## config.mk

```make
export PLATFORM = sky130hd
export DESIGN_NAME = url_syntax_validator
export DESIGN_NICKNAME = d
export VERILOG_FILES = /design/src/rtl/usv_pkg.sv /design/src/rtl/usv_char_class.sv /design/src/rtl/usv_parser.sv /design/src/rtl/url_syntax_validator.sv
export SDC_FILE = /design/constraint.sdc
export NUM_CORES = 1
export LEC_CHECK = 0
export ABC_AREA = 1
export CAP_MARGIN = 20
export CORE_MARGIN = 5
export CORE_UTILIZATION = 35
export CTS_CLUSTER_SIZE = 24
export DETAILED_ROUTE_END_ITERATION = 16
export DONT_BUFFER_PORTS = 1
export PLACE_DENSITY = 0.57
export SYNTH_ARGS = -nofsm -noshare
export SYNTH_HDL_FRONTEND = slang
export SYNTH_SLANG_ARGS = --single-unit
export TNS_END_PERCENT = 5
```

## constraint.sdc

```tcl
create_clock -name clk -period 9.1 [get_ports clk]
set_clock_uncertainty 0.05 [all_clocks]
set_input_delay 1.365 -clock clk [delete_from_list [all_inputs] [get_ports clk]]
set_output_delay 1.365 -clock clk [all_outputs]
set_load 0.01 [all_outputs]
```

## src/rtl/usv_pkg.sv

```systemverilog
`timescale 1ns / 1ps
// ----------------------------------------------------------------------------
// usv_pkg
// Shared types, character codes and host checks for the URL syntax validator.
// ----------------------------------------------------------------------------
package usv_pkg;

    localparam int unsigned BYTE_W     = 8;
    localparam int unsigned ROLE_W     = 3;
    localparam int unsigned KIND_W     = 2;
    localparam int unsigned PORT_W     = 16;
    localparam int unsigned PORT_ACC_W = 17;
    localparam int unsigned OCTET_W    = 9;
    localparam int unsigned OUT_DATA_W = 24;

    // byte roles
    localparam logic [ROLE_W-1:0] ROLE_SCHEME = 3'd0;
    localparam logic [ROLE_W-1:0] ROLE_SEP    = 3'd1;
    localparam logic [ROLE_W-1:0] ROLE_HOST   = 3'd2;
    localparam logic [ROLE_W-1:0] ROLE_BRKT   = 3'd3;
    localparam logic [ROLE_W-1:0] ROLE_PCOLON = 3'd4;
    localparam logic [ROLE_W-1:0] ROLE_PDIGIT = 3'd5;
    localparam logic [ROLE_W-1:0] ROLE_PATH   = 3'd6;
    localparam logic [ROLE_W-1:0] ROLE_ERROR  = 3'd7;

    // host kinds
    localparam logic [KIND_W-1:0] KIND_REGNAME = 2'd0;
    localparam logic [KIND_W-1:0] KIND_IPV4    = 2'd1;
    localparam logic [KIND_W-1:0] KIND_LITERAL = 2'd2;

    // characters the parser looks for
    localparam logic [BYTE_W-1:0] CH_COLON   = 8'h3a;
    localparam logic [BYTE_W-1:0] CH_SLASH   = 8'h2f;
    localparam logic [BYTE_W-1:0] CH_LBRKT   = 8'h5b;
    localparam logic [BYTE_W-1:0] CH_RBRKT   = 8'h5d;
    localparam logic [BYTE_W-1:0] CH_PERCENT = 8'h25;
    localparam logic [BYTE_W-1:0] CH_DOT     = 8'h2e;
    localparam logic [BYTE_W-1:0] CH_ZERO    = 8'h30;

    localparam logic [OCTET_W-1:0]    OCTET_MAX     = 9'd255;
    localparam logic [2:0]            OCTET_DIG_MAX = 3'd3;
    localparam logic [2:0]            OCTETS_NEED   = 3'd4;
    localparam logic [PORT_ACC_W-1:0] PORT_SAT      = 17'd65536;
    localparam logic [PORT_W-1:0]     PORT_MAX      = 16'hffff;

    typedef enum logic [11:0] {
        PH_SCHEME_FIRST = 12'h001,
        PH_SCHEME       = 12'h002,
        PH_SLASH1       = 12'h004,
        PH_SLASH2       = 12'h008,
        PH_HOST_FIRST   = 12'h010,
        PH_HOST         = 12'h020,
        PH_LITERAL      = 12'h040,
        PH_AFTER_LIT    = 12'h080,
        PH_PORT_FIRST   = 12'h100,
        PH_PORT         = 12'h200,
        PH_PATH         = 12'h400,
        PH_ERROR        = 12'h800
    } phase_t;

    typedef struct packed {
        logic       alpha;
        logic       digit;
        logic       alnum;
        logic       hex;
        logic       unreserved;
        logic       sub_delim;
        logic       scheme_ok;
        logic       literal_ok;
        logic       path_ok;
        logic [3:0] digit_val;
    } char_class_t;

    typedef struct packed {
        phase_t                phase;
        logic                  failed;
        logic [1:0]            escape_left;
        logic                  host_nonempty;
        logic                  only_digits_dots;
        logic                  saw_dot;
        logic                  regname_ok;
        logic                  literal_ok;
        logic                  ipv4_ok;
        logic [OCTET_W-1:0]    octet_value;
        logic [2:0]            octet_digits;
        logic                  octet_lead_zero;
        logic [2:0]            octet_count;
        logic [PORT_ACC_W-1:0] port_acc;
        logic                  port_seen;
        logic                  bracketed;
    } parse_state_t;

    typedef struct packed {
        logic [ROLE_W-1:0] role;
        logic              url_ok;
        logic [KIND_W-1:0] host_kind;
        logic              port_given;
        logic [PORT_W-1:0] port_number;
    } result_t;

    localparam parse_state_t ST_RESET = '{
        phase:            PH_SCHEME_FIRST,
        failed:           1'b0,
        escape_left:      2'd0,
        host_nonempty:    1'b0,
        only_digits_dots: 1'b1,
        saw_dot:          1'b0,
        regname_ok:       1'b1,
        literal_ok:       1'b1,
        ipv4_ok:          1'b1,
        octet_value:      '0,
        octet_digits:     3'd0,
        octet_lead_zero:  1'b0,
        octet_count:      3'd0,
        port_acc:         '0,
        port_seen:        1'b0,
        bracketed:        1'b0
    };

    // plain host made of digits and dots with at least one dot
    function automatic logic is_candidate(input parse_state_t s);
        return !s.bracketed && s.host_nonempty && s.only_digits_dots && s.saw_dot;
    endfunction

    function automatic logic host_close_ok(input parse_state_t s);
        logic ok;
        if (!s.host_nonempty || (s.escape_left != 2'd0))
            ok = 1'b0;
        else if (is_candidate(s))
            ok = s.ipv4_ok && (s.octet_digits != 3'd0)
                 && (s.octet_count == (OCTETS_NEED - 3'd1));
        else
            ok = s.regname_ok;
        return ok;
    endfunction

endpackage

```

## src/rtl/usv_char_class.sv

```systemverilog
`timescale 1ns / 1ps
// ----------------------------------------------------------------------------
// usv_char_class
// Classifies one byte into the character sets used by the parser.
// ----------------------------------------------------------------------------
module usv_char_class
    import usv_pkg::*;
(
    input  logic [BYTE_W-1:0] char_byte,
    output char_class_t       cls
);

    logic is_lower;
    logic is_upper;
    logic is_num;
    logic is_sub;
    logic is_unres;

    always_comb
    begin
        is_lower = (char_byte >= 8'h61) && (char_byte <= 8'h7a);
        is_upper = (char_byte >= 8'h41) && (char_byte <= 8'h5a);
        is_num   = (char_byte >= 8'h30) && (char_byte <= 8'h39);
        // ! $ & ' ( ) * + , ; =
        is_sub   = (char_byte == 8'h21) || (char_byte == 8'h24) || (char_byte == 8'h26)
                || (char_byte == 8'h27) || (char_byte == 8'h28) || (char_byte == 8'h29)
                || (char_byte == 8'h2a) || (char_byte == 8'h2b) || (char_byte == 8'h2c)
                || (char_byte == 8'h3b) || (char_byte == 8'h3d);
        // alnum - . _ ~
        is_unres = is_lower || is_upper || is_num || (char_byte == 8'h2d)
                || (char_byte == 8'h2e) || (char_byte == 8'h5f) || (char_byte == 8'h7e);

        cls.alpha      = is_lower || is_upper;
        cls.digit      = is_num;
        cls.alnum      = is_lower || is_upper || is_num;
        cls.hex        = is_num || ((char_byte >= 8'h61) && (char_byte <= 8'h66))
                      || ((char_byte >= 8'h41) && (char_byte <= 8'h46));
        cls.unreserved = is_unres;
        cls.sub_delim  = is_sub;
        cls.scheme_ok  = cls.alnum || (char_byte == 8'h2b) || (char_byte == 8'h2d)
                      || (char_byte == 8'h2e);
        cls.literal_ok = is_unres || is_sub || (char_byte == CH_COLON);
        // pchar plus / ? #
        cls.path_ok    = is_unres || is_sub || (char_byte == CH_SLASH) || (char_byte == 8'h3f)
                      || (char_byte == 8'h23) || (char_byte == CH_COLON) || (char_byte == 8'h40);
        cls.digit_val  = char_byte[3:0];
    end

endmodule

```

## src/rtl/usv_parser.sv

```systemverilog
`timescale 1ns / 1ps
// ----------------------------------------------------------------------------
// usv_parser
// Phase machine and host/port trackers; one byte per enabled cycle.
// ----------------------------------------------------------------------------
module usv_parser
    import usv_pkg::*;
(
    input  logic              clk,
    input  logic              rst_n,
    input  logic              step_en,
    input  logic [BYTE_W-1:0] char_byte,
    input  logic              final_byte,
    input  char_class_t       cls,
    output result_t           res
);

    parse_state_t st_reg;
    parse_state_t st_next;
    parse_state_t nx;
    logic         fail;
    logic         host_en;
    logic [11:0]  oct_prod;
    logic [19:0]  port_prod;
    logic         fin_ok;

    always_comb
    begin
        nx        = st_reg;
        res       = '0;
        res.role  = ROLE_ERROR;
        fail      = 1'b0;
        host_en   = 1'b0;
        oct_prod  = ({3'b0, st_reg.octet_value} << 3) + ({3'b0, st_reg.octet_value} << 1)
                  + {8'b0, cls.digit_val};
        port_prod = ({3'b0, st_reg.port_acc} << 3) + ({3'b0, st_reg.port_acc} << 1)
                  + {16'b0, cls.digit_val};
        fin_ok    = 1'b0;

        unique case (st_reg.phase)
            PH_SCHEME_FIRST:
            begin
                res.role = ROLE_SCHEME;
                if (cls.alpha)
                    nx.phase = PH_SCHEME;
                else
                    fail = 1'b1;
            end
            PH_SCHEME:
            begin
                if (char_byte == CH_COLON)
                begin
                    res.role = ROLE_SEP;
                    nx.phase = PH_SLASH1;
                end
                else
                begin
                    res.role = ROLE_SCHEME;
                    if (!cls.scheme_ok)
                        fail = 1'b1;
                end
            end
            PH_SLASH1, PH_SLASH2:
            begin
                res.role = ROLE_SEP;
                if (char_byte != CH_SLASH)
                    fail = 1'b1;
                else
                    nx.phase = (st_reg.phase == PH_SLASH1) ? PH_SLASH2 : PH_HOST_FIRST;
            end
            PH_HOST_FIRST:
            begin
                if (char_byte == CH_LBRKT)
                begin
                    res.role     = ROLE_BRKT;
                    nx.bracketed = 1'b1;
                    nx.phase     = PH_LITERAL;
                end
                else
                begin
                    res.role = ROLE_HOST;
                    if ((char_byte == CH_RBRKT) || (char_byte == CH_COLON)
                        || (char_byte == CH_SLASH))
                        fail = 1'b1;
                    else
                    begin
                        host_en  = 1'b1;
                        nx.phase = PH_HOST;
                    end
                end
            end
            PH_HOST:
            begin
                if (st_reg.escape_left != 2'd0)
                begin
                    res.role = ROLE_HOST;
                    if (cls.hex)
                        nx.escape_left = st_reg.escape_left - 2'd1;
                    else
                        fail = 1'b1;
                end
                else if (char_byte == CH_COLON)
                begin
                    res.role = ROLE_PCOLON;
                    if (host_close_ok(st_reg))
                    begin
                        nx.port_seen = 1'b1;
                        nx.phase     = PH_PORT_FIRST;
                    end
                    else
                        fail = 1'b1;
                end
                else if (char_byte == CH_SLASH)
                begin
                    res.role = ROLE_PATH;
                    if (host_close_ok(st_reg))
                        nx.phase = PH_PATH;
                    else
                        fail = 1'b1;
                end
                else
                begin
                    res.role = ROLE_HOST;
                    if ((char_byte == CH_LBRKT) || (char_byte == CH_RBRKT))
                        fail = 1'b1;
                    else
                        host_en = 1'b1;
                end
            end
            PH_LITERAL:
            begin
                if (st_reg.escape_left != 2'd0)
                begin
                    res.role = ROLE_HOST;
                    if (cls.hex)
                        nx.escape_left = st_reg.escape_left - 2'd1;
                    else
                        fail = 1'b1;
                end
                else if (char_byte == CH_RBRKT)
                begin
                    res.role = ROLE_BRKT;
                    if (st_reg.host_nonempty && st_reg.literal_ok)
                        nx.phase = PH_AFTER_LIT;
                    else
                        fail = 1'b1;
                end
                else
                begin
                    res.role = ROLE_HOST;
                    if ((char_byte == CH_LBRKT) || (char_byte == CH_SLASH))
                        fail = 1'b1;
                    else
                    begin
                        nx.host_nonempty = 1'b1;
                        if (char_byte == CH_PERCENT)
                            nx.escape_left = 2'd2;
                        else if (!cls.literal_ok)
                            nx.literal_ok = 1'b0;
                    end
                end
            end
            PH_AFTER_LIT:
            begin
                if (char_byte == CH_COLON)
                begin
                    res.role     = ROLE_PCOLON;
                    nx.port_seen = 1'b1;
                    nx.phase     = PH_PORT_FIRST;
                end
                else if (char_byte == CH_SLASH)
                begin
                    res.role = ROLE_PATH;
                    nx.phase = PH_PATH;
                end
                else
                    fail = 1'b1;
            end
            PH_PORT_FIRST, PH_PORT:
            begin
                if (cls.digit)
                begin
                    res.role = ROLE_PDIGIT;
                    if (port_prod >= {3'b0, PORT_SAT})
                    begin
                        nx.port_acc = PORT_SAT;
                        fail        = 1'b1;
                    end
                    else
                    begin
                        nx.port_acc = port_prod[PORT_ACC_W-1:0];
                        nx.phase    = PH_PORT;
                    end
                end
                else if ((char_byte == CH_SLASH) && (st_reg.phase == PH_PORT))
                begin
                    res.role = ROLE_PATH;
                    nx.phase = PH_PATH;
                end
                else
                begin
                    res.role = ROLE_PDIGIT;
                    fail     = 1'b1;
                end
            end
            PH_PATH:
            begin
                res.role = ROLE_PATH;
                if (st_reg.escape_left != 2'd0)
                begin
                    if (cls.hex)
                        nx.escape_left = st_reg.escape_left - 2'd1;
                    else
                        fail = 1'b1;
                end
                else if (char_byte == CH_PERCENT)
                    nx.escape_left = 2'd2;
                else if (!cls.path_ok)
                    fail = 1'b1;
            end
            default:
                fail = 1'b1;
        endcase

        // one byte of a plain host
        if (host_en)
        begin
            nx.host_nonempty = 1'b1;
            if (char_byte == CH_PERCENT)
            begin
                nx.escape_left      = 2'd2;
                nx.only_digits_dots = 1'b0;
            end
            else
            begin
                if (char_byte == CH_DOT)
                begin
                    nx.saw_dot = 1'b1;
                    if ((st_reg.octet_digits == 3'd0)
                        || (st_reg.octet_count >= (OCTETS_NEED - 3'd1)))
                        nx.ipv4_ok = 1'b0;
                    if (st_reg.octet_count < OCTETS_NEED)
                        nx.octet_count = st_reg.octet_count + 3'd1;
                    nx.octet_value     = '0;
                    nx.octet_digits    = 3'd0;
                    nx.octet_lead_zero = 1'b0;
                end
                else if (cls.digit)
                begin
                    if ((st_reg.octet_digits >= OCTET_DIG_MAX)
                        || ((st_reg.octet_digits >= 3'd1) && st_reg.octet_lead_zero))
                        nx.ipv4_ok = 1'b0;
                    if ((st_reg.octet_digits == 3'd0) && (char_byte == CH_ZERO))
                        nx.octet_lead_zero = 1'b1;
                    if (oct_prod > {3'b0, OCTET_MAX})
                    begin
                        nx.ipv4_ok     = 1'b0;
                        nx.octet_value = OCTET_MAX + 9'd1;
                    end
                    else
                        nx.octet_value = oct_prod[OCTET_W-1:0];
                    if (st_reg.octet_digits < (OCTET_DIG_MAX + 3'd1))
                        nx.octet_digits = st_reg.octet_digits + 3'd1;
                end
                else
                    nx.only_digits_dots = 1'b0;
                if (!(cls.unreserved || cls.sub_delim))
                    nx.regname_ok = 1'b0;
            end
        end

        if (fail)
        begin
            nx.failed      = 1'b1;
            nx.phase       = PH_ERROR;
            nx.escape_left = 2'd0;
        end

        if (nx.failed)
            res.role = ROLE_ERROR;

        // verdict and summary on the last byte, then back to reset state
        st_next = nx;
        if (final_byte)
        begin
            if (!nx.failed && (nx.escape_left == 2'd0))
            begin
                if (nx.phase == PH_HOST)
                    fin_ok = host_close_ok(nx);
                else
                    fin_ok = (nx.phase == PH_AFTER_LIT) || (nx.phase == PH_PORT)
                          || (nx.phase == PH_PATH);
            end
            res.url_ok      = fin_ok;
            res.host_kind   = nx.bracketed ? KIND_LITERAL
                            : (is_candidate(nx) ? KIND_IPV4 : KIND_REGNAME);
            res.port_given  = nx.port_seen;
            res.port_number = nx.port_acc[PORT_ACC_W-1] ? PORT_MAX
                            : nx.port_acc[PORT_W-1:0];
            st_next         = ST_RESET;
        end
    end

    always_ff @(posedge clk or negedge rst_n)
    begin
        if (!rst_n)
            st_reg <= ST_RESET;
        else if (step_en)
            st_reg <= st_next;
    end

endmodule

```

## src/rtl/url_syntax_validator.sv

```systemverilog
`timescale 1ns / 1ps
// ----------------------------------------------------------------------------
// url_syntax_validator
// Streaming checker for URLs of the form scheme://host[:port][/path].
// ----------------------------------------------------------------------------
// Usage:
//   Slave stream: one URL byte per beat on s_tdata, s_tlast on the final
//   byte of a URL. Master stream: one result beat per input beat, m_tlast
//   copies the input flag. Every beat carries the byte role; on the beat
//   with m_tlast set it also carries the verdict, host kind and port (zero
//   on other beats). The next beat after a last byte starts a new URL.
//   Path: each byte passes the input register, then the result register;
//   the phase machine and all per-byte checks sit in the single
//   combinational step between them.
//   Throughput: one byte per cycle sustained while m_tready is high;
//   a new byte is taken while a finished result waits, as the result
//   register frees as it is taken.
//   Stall: with m_tready low both registers fill and s_tready drops; no
//   beat is lost or repeated.
//   Reset: rst_n clears both valid flags and returns the parser to the
//   start of a scheme, as after a last byte.
// ----------------------------------------------------------------------------
module url_syntax_validator
    import usv_pkg::*;
(
    input  logic                  clk,
    input  logic                  rst_n,
    // slave stream
    input  logic                  s_tvalid,
    output logic                  s_tready,
    input  logic [BYTE_W-1:0]     s_tdata,   // [7:0] char_byte
    input  logic                  s_tlast,   // final_byte
    // master stream
    output logic                  m_tvalid,
    input  logic                  m_tready,
    output logic [OUT_DATA_W-1:0] m_tdata,   // [2:0] byte_role, [3] url_ok,
                                             // [5:4] host_kind, [6] port_given,
                                             // [22:7] port_number, [23] zero
    output logic                  m_tlast    // is_final
);

    // input register
    logic              in_valid_reg;
    logic [BYTE_W-1:0] in_byte_reg;
    logic              in_last_reg;

    // result register
    logic              out_valid_reg;
    result_t           out_res_reg;
    logic              out_last_reg;

    logic              advance;
    logic              in_take;
    char_class_t       cls;
    result_t           step_res;

    // byte moves to the result register when that is empty or being drained
    assign advance  = in_valid_reg && (!out_valid_reg || m_tready);
    assign s_tready = !in_valid_reg || advance;
    assign in_take  = s_tvalid && s_tready;

    usv_char_class u_class
    (
        .char_byte (in_byte_reg),
        .cls       (cls)
    );

    usv_parser u_parser
    (
        .clk        (clk),
        .rst_n      (rst_n),
        .step_en    (advance),
        .char_byte  (in_byte_reg),
        .final_byte (in_last_reg),
        .cls        (cls),
        .res        (step_res)
    );

    // valid flags
    always_ff @(posedge clk or negedge rst_n)
    begin
        if (!rst_n)
        begin
            in_valid_reg  <= 1'b0;
            out_valid_reg <= 1'b0;
        end
        else
        begin
            if (in_take)
                in_valid_reg <= 1'b1;
            else if (advance)
                in_valid_reg <= 1'b0;

            if (advance)
                out_valid_reg <= 1'b1;
            else if (m_tready)
                out_valid_reg <= 1'b0;
        end
    end

    // payload, no reset
    always_ff @(posedge clk)
    begin
        if (in_take)
        begin
            in_byte_reg <= s_tdata;
            in_last_reg <= s_tlast;
        end
        if (advance)
        begin
            out_res_reg  <= step_res;
            out_last_reg <= in_last_reg;
        end
    end

    assign m_tvalid = out_valid_reg;
    assign m_tlast  = out_last_reg;
    assign m_tdata  = {1'b0, out_res_reg.port_number, out_res_reg.port_given,
                       out_res_reg.host_kind, out_res_reg.url_ok, out_res_reg.role};

endmodule
```

## Word level (Yosys, flattened, before mapping)

Cells that the tools add are included.

| cells by class | value |
|---|---|
| order comparisons | 15 |
| add/sub/neg operators | 7 |
| reduce and logical (&&, ||, !) cells | 88 |
| multiplexer cells | 132 |
| bitwise operators | 1 |
| equality and inequality tests | 47 |

Operators with widths:

| kind | count |
|---|---|
| two-way mux 12 bit | 18 |
| equality test 8 x 6 -> 1 bit (second input constant) | 19 |
| one-hot mux 12 bit (8 select lines) | 1 |
| two-way mux 17 bit | 5 |
| two-way mux 1 bit | 75 |
| two-way mux 56 bit | 1 |
| equality test 8 x 7 -> 1 bit (second input constant) | 5 |
| logical OR 1 bit | 40 |
| two-way mux 3 bit | 11 |
| <= comparator 8 x 7 -> 1 bit (second input constant) | 4 |
| two-way mux 14 bit | 2 |
| one-hot mux 3 bit (9 select lines) | 1 |
| equality test 12 x 10 -> 1 bit (second input constant) | 2 |
| equality test 12 x 11 -> 1 bit (second input constant) | 2 |
| equality test 12 x 6 -> 1 bit (second input constant) | 2 |
| equality test 12 x 8 -> 1 bit (second input constant) | 2 |
| logical AND 1 bit | 22 |
| adder 20 x 18 -> 20 bit | 1 |
| adder 20 x 4 -> 20 bit | 1 |
| >= comparator 20 x 17 -> 1 bit (second input constant) | 1 |
| two-way mux 2 bit | 9 |
| >= comparator 8 x 7 -> 1 bit (second input constant) | 2 |
| two-way mux 16 bit | 1 |
| two-way mux 15 bit | 1 |
| other kinds (37) | 62 |

| word-level totals | value |
|---|---|
| bits of input ports | 13 |
| register bits after elaboration | 91 |

## Depth between registers and ports, before layout

| depth | value |
|---|---|
| depth in word-level cells | 26 |
| mapped depth | 22 |
| mapped depth without buffers | 22 |

## Cells and area by module

Synthesis repeated with hierarchy kept, for this count alone.

| unflattened totals | value |
|---|---|
| cells, all modules | 1043 |
| area total of the unflattened synthesis | 7464.7 um2 |

Modules (own cells, without submodules):

| module | times used | cells an instance | seq. area each (um2) | area each (um2) |
|---|---|---|---|---|
| usv_parser | 1 | 899 | 1407.6 | 5885.6 |
| url_syntax_validator | 1 | 47 | 1041.0 | 1097.3 |
| usv_char_class | 1 | 97 | 0.0 | 481.7 |

## Least setup slack after synthesis

No wires, ideal clock.

| timing path | value |
|---|---|
| kind | reg2reg |
| from | register in_byte_reg[3] |
| to | register out_res_reg (netlist bit m_tdata[12]) (data pin) |
| buffers on the path | 1 |
| slack | 5930 ps |
| stages on the path, launching flop included | 18 |
| data required time | 8795 ps |
| data arrival time | 2864 ps |
| setup time | 255 ps |
| path through | edfxtp_1 fa_1 fa_1 nand2_1 nand3_1 nand2_1 nand3_1 nand3_1 nand3b_1 nand2_1 nand2_1 nor2_4 inv_2 o21ai_2 inv_2 buf_6 o21ai_0 inv_1 |

| between the ends | value |
|---|---|
| longest elaborated chain between the ends | 6 |

RTL lines:

| what | RTL line | source |
|---|---|---|
| from (decl) | url_syntax_validator.sv:44 | `logic [BYTE_W-1:0] in_byte_reg;` |
| from (signal assigned) | url_syntax_validator.sv:106 | `in_byte_reg <= s_tdata;` |
| adder 20 x 4 -> 20 bit | usv_parser.sv:37 | `+ {16'b0, cls.digit_val};` |
| >= comparator 20 x 17 -> 1 bit | usv_parser.sv:184 | `if (port_prod >= {3'b0, PORT_SAT})` |
| two-way mux 17 bit | usv_parser.sv:184 |  |
| two-way mux 17 bit (*) | usv_parser.sv:181 | `if (cls.digit)` |
| two-way mux 17 bit (*) | usv_parser.sv:40 | `unique case (st_reg.phase)` |
| two-way mux 16 bit (*) | usv_parser.sv:298 | `res.port_number = nx.port_acc[PORT_ACC_W-1] ? PORT_MAX` |
| to (signal assigned) | url_syntax_validator.sv:111 | `out_res_reg <= step_res;` |
| to (decl) | url_syntax_validator.sv:49 | `result_t out_res_reg;` |

Mark *: on every way between the ends. The rest lies on a longest branch, timed or not.
A chain may end at the register's enable or synchronous reset.

## Worst setup path after layout

| timing path | value |
|---|---|
| from | register in_byte_reg[3] |
| to | register out_res_reg (netlist bit m_tdata[16]) (data pin) |

The elaborated chain is that of the path after synthesis.

==> impl_metrics.json <==
{
  "critPathLaunchType": "register",
  "path_cells": "fa_1, fa_1, nand2_1, nand3_1, nand2_1, nand3_1, nand3_1, nand3b_1, nand2_1, nand2_1, nor2_4, inv_2, o21ai_2, inv_2, o21ai_0, inv_1",
  "start_util_pct": 35.4,
  "switching_power_mw": 0.378,
  "worst_pin_slew_ps": 1020,
  "grt_usage_pct": 16.3,
  "path_max_fanout": 16,
  "viasPerCell": 5.11,
  "cp.required_ps": 9160,
  "num_antenna_cells": 0,
  "peakVddDrop_mv": 0.112,
  "period_share_pct": 41.4,
  "synthArstFlopShare_pct": 63.7,
  "syn_area_per_cell_sq_um": 7.17,
  "crit_buf_inv": 3,
  "postCtsSetupBuffers": 0,
  "yosys_most_used_dff": "dfrtp_1",
  "wl_per_cell_microns": 15.0,
  "whs_ps": 437,
  "p_sw_share_pct": 34.4,
  "antenna_found_initial": 0,
  "p_leak_nw": 3.84,
  "cts_tree": "done",
  "syn_to_final_growth_pct": 7.70,
  "dieArea_sq_mm": 0.0233,
  "dpl.hpwl_microns": 14700,
  "layout.cells.most_common": "nand2_1",
  "ys_ff_latch": 91,
  "max_stage_delay_ps": 590,
  "drt-total-wl_microns": 18900,
  "clock_latency_ps": 360,
  "final_layout_size_suffix_gt1_share_pct": 7.76,
  "drt-pass1-iter-count": 5,
  "yosysUniqueCellTypes": 51,
  "hold_path.class": "register to register",
  "regArea_sq_mm": 0.00245,
  "max_freq_mhz": 266,
  "gr-total-overflow": 0,
  "cts_sinks": 91,
  "drt_iter0_markers": 514,
  "synth_seq_area_share_pct": 34.3,
  "cp_top_family": "simple AND/OR/NAND/NOR gates",
  "p_comb_share_pct": 20.1,
  "place_congestion": 0.905,
  "setup_tns_ps": 0,
  "coreArea_sq_mm": 0.0202,
  "root_buffer": "clkbuf_16",
  "p_total_mw": 1.10,
  "final_antenna_net_count": 0,
  "final_nets": 1059,
  "fill_cells": 2157,
  "cts.htree.levels": 3,
  "clkPwrFrac_pct": 34.8,
  "period_needed_ps": 3760,
  "cellPowerDensity_mw_per_mm2": 143,
  "syn-cell-area_sq_mm": 0.00714,
  "hold_violations": 0,
  "stdcell_count": 1262,
  "critical_path_class": "register to register",
  "synth_nets": 1068,
  "setup_viol": 0,
  "cts_max_path_buffers": 2,
  "vias": 6449,
  "critical_path_arrival_ps": 3830,
  "ys.warnings.count": 0,
  "crit_path_top_delay_cell": "fa_1",
  "syn_inst": 996,
  "ios": 40,
  "multiInputGateArea_sq_mm": 0.00403,
  "grt_max_degree": 65,
  "relSlewSlack_pct": 31.9,
  "place_inst": 1246,
  "cpMostUsedCell": "nand2_1",
  "die_x_microns": 153,
  "cts.clk_slew.worst_paths_ps": 70,
  "cts_resized": 0,
  "rows": 52,
  "end_kind": "register",
  "rsz0062_at_grt": "no",
  "portBuffers": 0,
  "grt_pass1_vias": 6044,
  "placed_cell_area_sq_mm": 0.00738,
  "sequentialPowerShare_pct": 45.0,
  "final_area_sq_mm": 0.00769,
  "grt_pass1_wl_microns": 31400,
  "cts_buffers": 9,
  "largest_reg_flops": 56,
  "final_cell_mix": "nand2_1 (257), inv_1 (127), nor2_1 (97), o21ai_0 (87), ha_1 (55)",
  "status": "finished, final reports clean",
  "synth_edf_count": 33,
  "hold_buffers": 0,
  "remaining_drc_errors": 0,
  "maxSlewViolCount": 0,
  "internal_power_mw": 0.720,
  "cap_viol_max_count": 0,
  "chipHeight_microns": 153
}
-- cells by family after synthesis --
| logic type | share of synthesized area (%) |
|---|---|
| xor+xnor | 1.96 |
| buf+inv | 9.17 |
| fa+ha+maj | 10.8 |
| compound gates | 14.3 |
| other cells | 0.0525 |
| flops | 34.3 |
| simple gates | 29.5 |
-- metal layers --
metal | up-vias | GRT usage [%] | share of wire, %
met5 | - | 0 | 0
li1 | 3264 | - | -
met3 | 16 | 3.75 | 6.5
met2 | 187 | 24.6 | 43
met1 | 2982 | 23.9 | 49
met4 | 0 | 3.56 | 1.2
-- layout make-up --
cell class                 count  area share (%)
clock buffer                   9            2.93
clock inverter                 7            1.06
inverter                     145            7.08
multi-input combinational    738            52.5
sequential                    91            31.9
tap                          270            4.40
timing repair buffer           2           0.195
-- Yosys cell counts (all sizes together), types with 4 or more instances --
cell type,instances,area [sq um]
fa,4,80.1
edfxtp,33,991
xor2,9,78.8
ha,55,688
o31ai,5,37.5
nor2,113,499
o22ai,19,119
nand4,19,125
nand3,52,275
o21ai,97,493
a31oi,5,31.3
dfrtp,53,1330
nand3b,6,45.0
xnor2,7,61.3
o21bai,4,30.0
a21oi,38,190
nor3,11,55.1
nand2,271,1050
clkbuf,14,52.6
buf,8,57.6
inv,144,541
dfstp,5,131
-- metrics by stage --
step / setup WS, ps / utilization, %
2_1_floorplan: 5930 / -
3_5_place_dp: 5290 / 36.6
6_report: 5340 / 38.1
4_1_cts: 5310 / 38.1
3_3_place_gp: 5310 / 36.6
5_1_grt: 5020 / 38.1
-- power by group through the flow --
stage	combinational [mW]	sequential (mW)	clock, mW
3_5_place_dp	0.217	0.504	0
3_3_place_gp	0.217	0.504	0
6_report	0.221	0.495	0.383
2_1_floorplan	0.168	0.492	0
5_1_grt	0.246	0.500	0.412
4_1_cts	0.218	0.496	0.393
-- tightest hold or removal path, delay by kind of cell (launching register included) --
| kind | cells | cell delay [ps] |
|---|---|---|
| AO/OA/AOI/OAI | 1 | 60 |
| flip-flops | 1 | 380 |
| AND/OR/NAND/NOR | 1 | 50 |
-- path summary, 6_finish.rpt --
check	startpoint	to	slack, ps	depth (start not counted)
max	in_byte_reg[3]	m_tdata[16]	5340	16
min	u_parser.st_reg[36]	u_parser.st_reg[36]	440	2
max reg2reg	in_byte_reg[3]	m_tdata[16]	5340	16
min reg2reg	u_parser.st_reg[36]	u_parser.st_reg[36]	440	2
max in group asynchronous	rst_n	u_parser.st_reg[37]	8130	0
min in group asynchronous	rst_n	u_parser.st_reg[16]	640	0
Power figures use the tool's default switching activity.
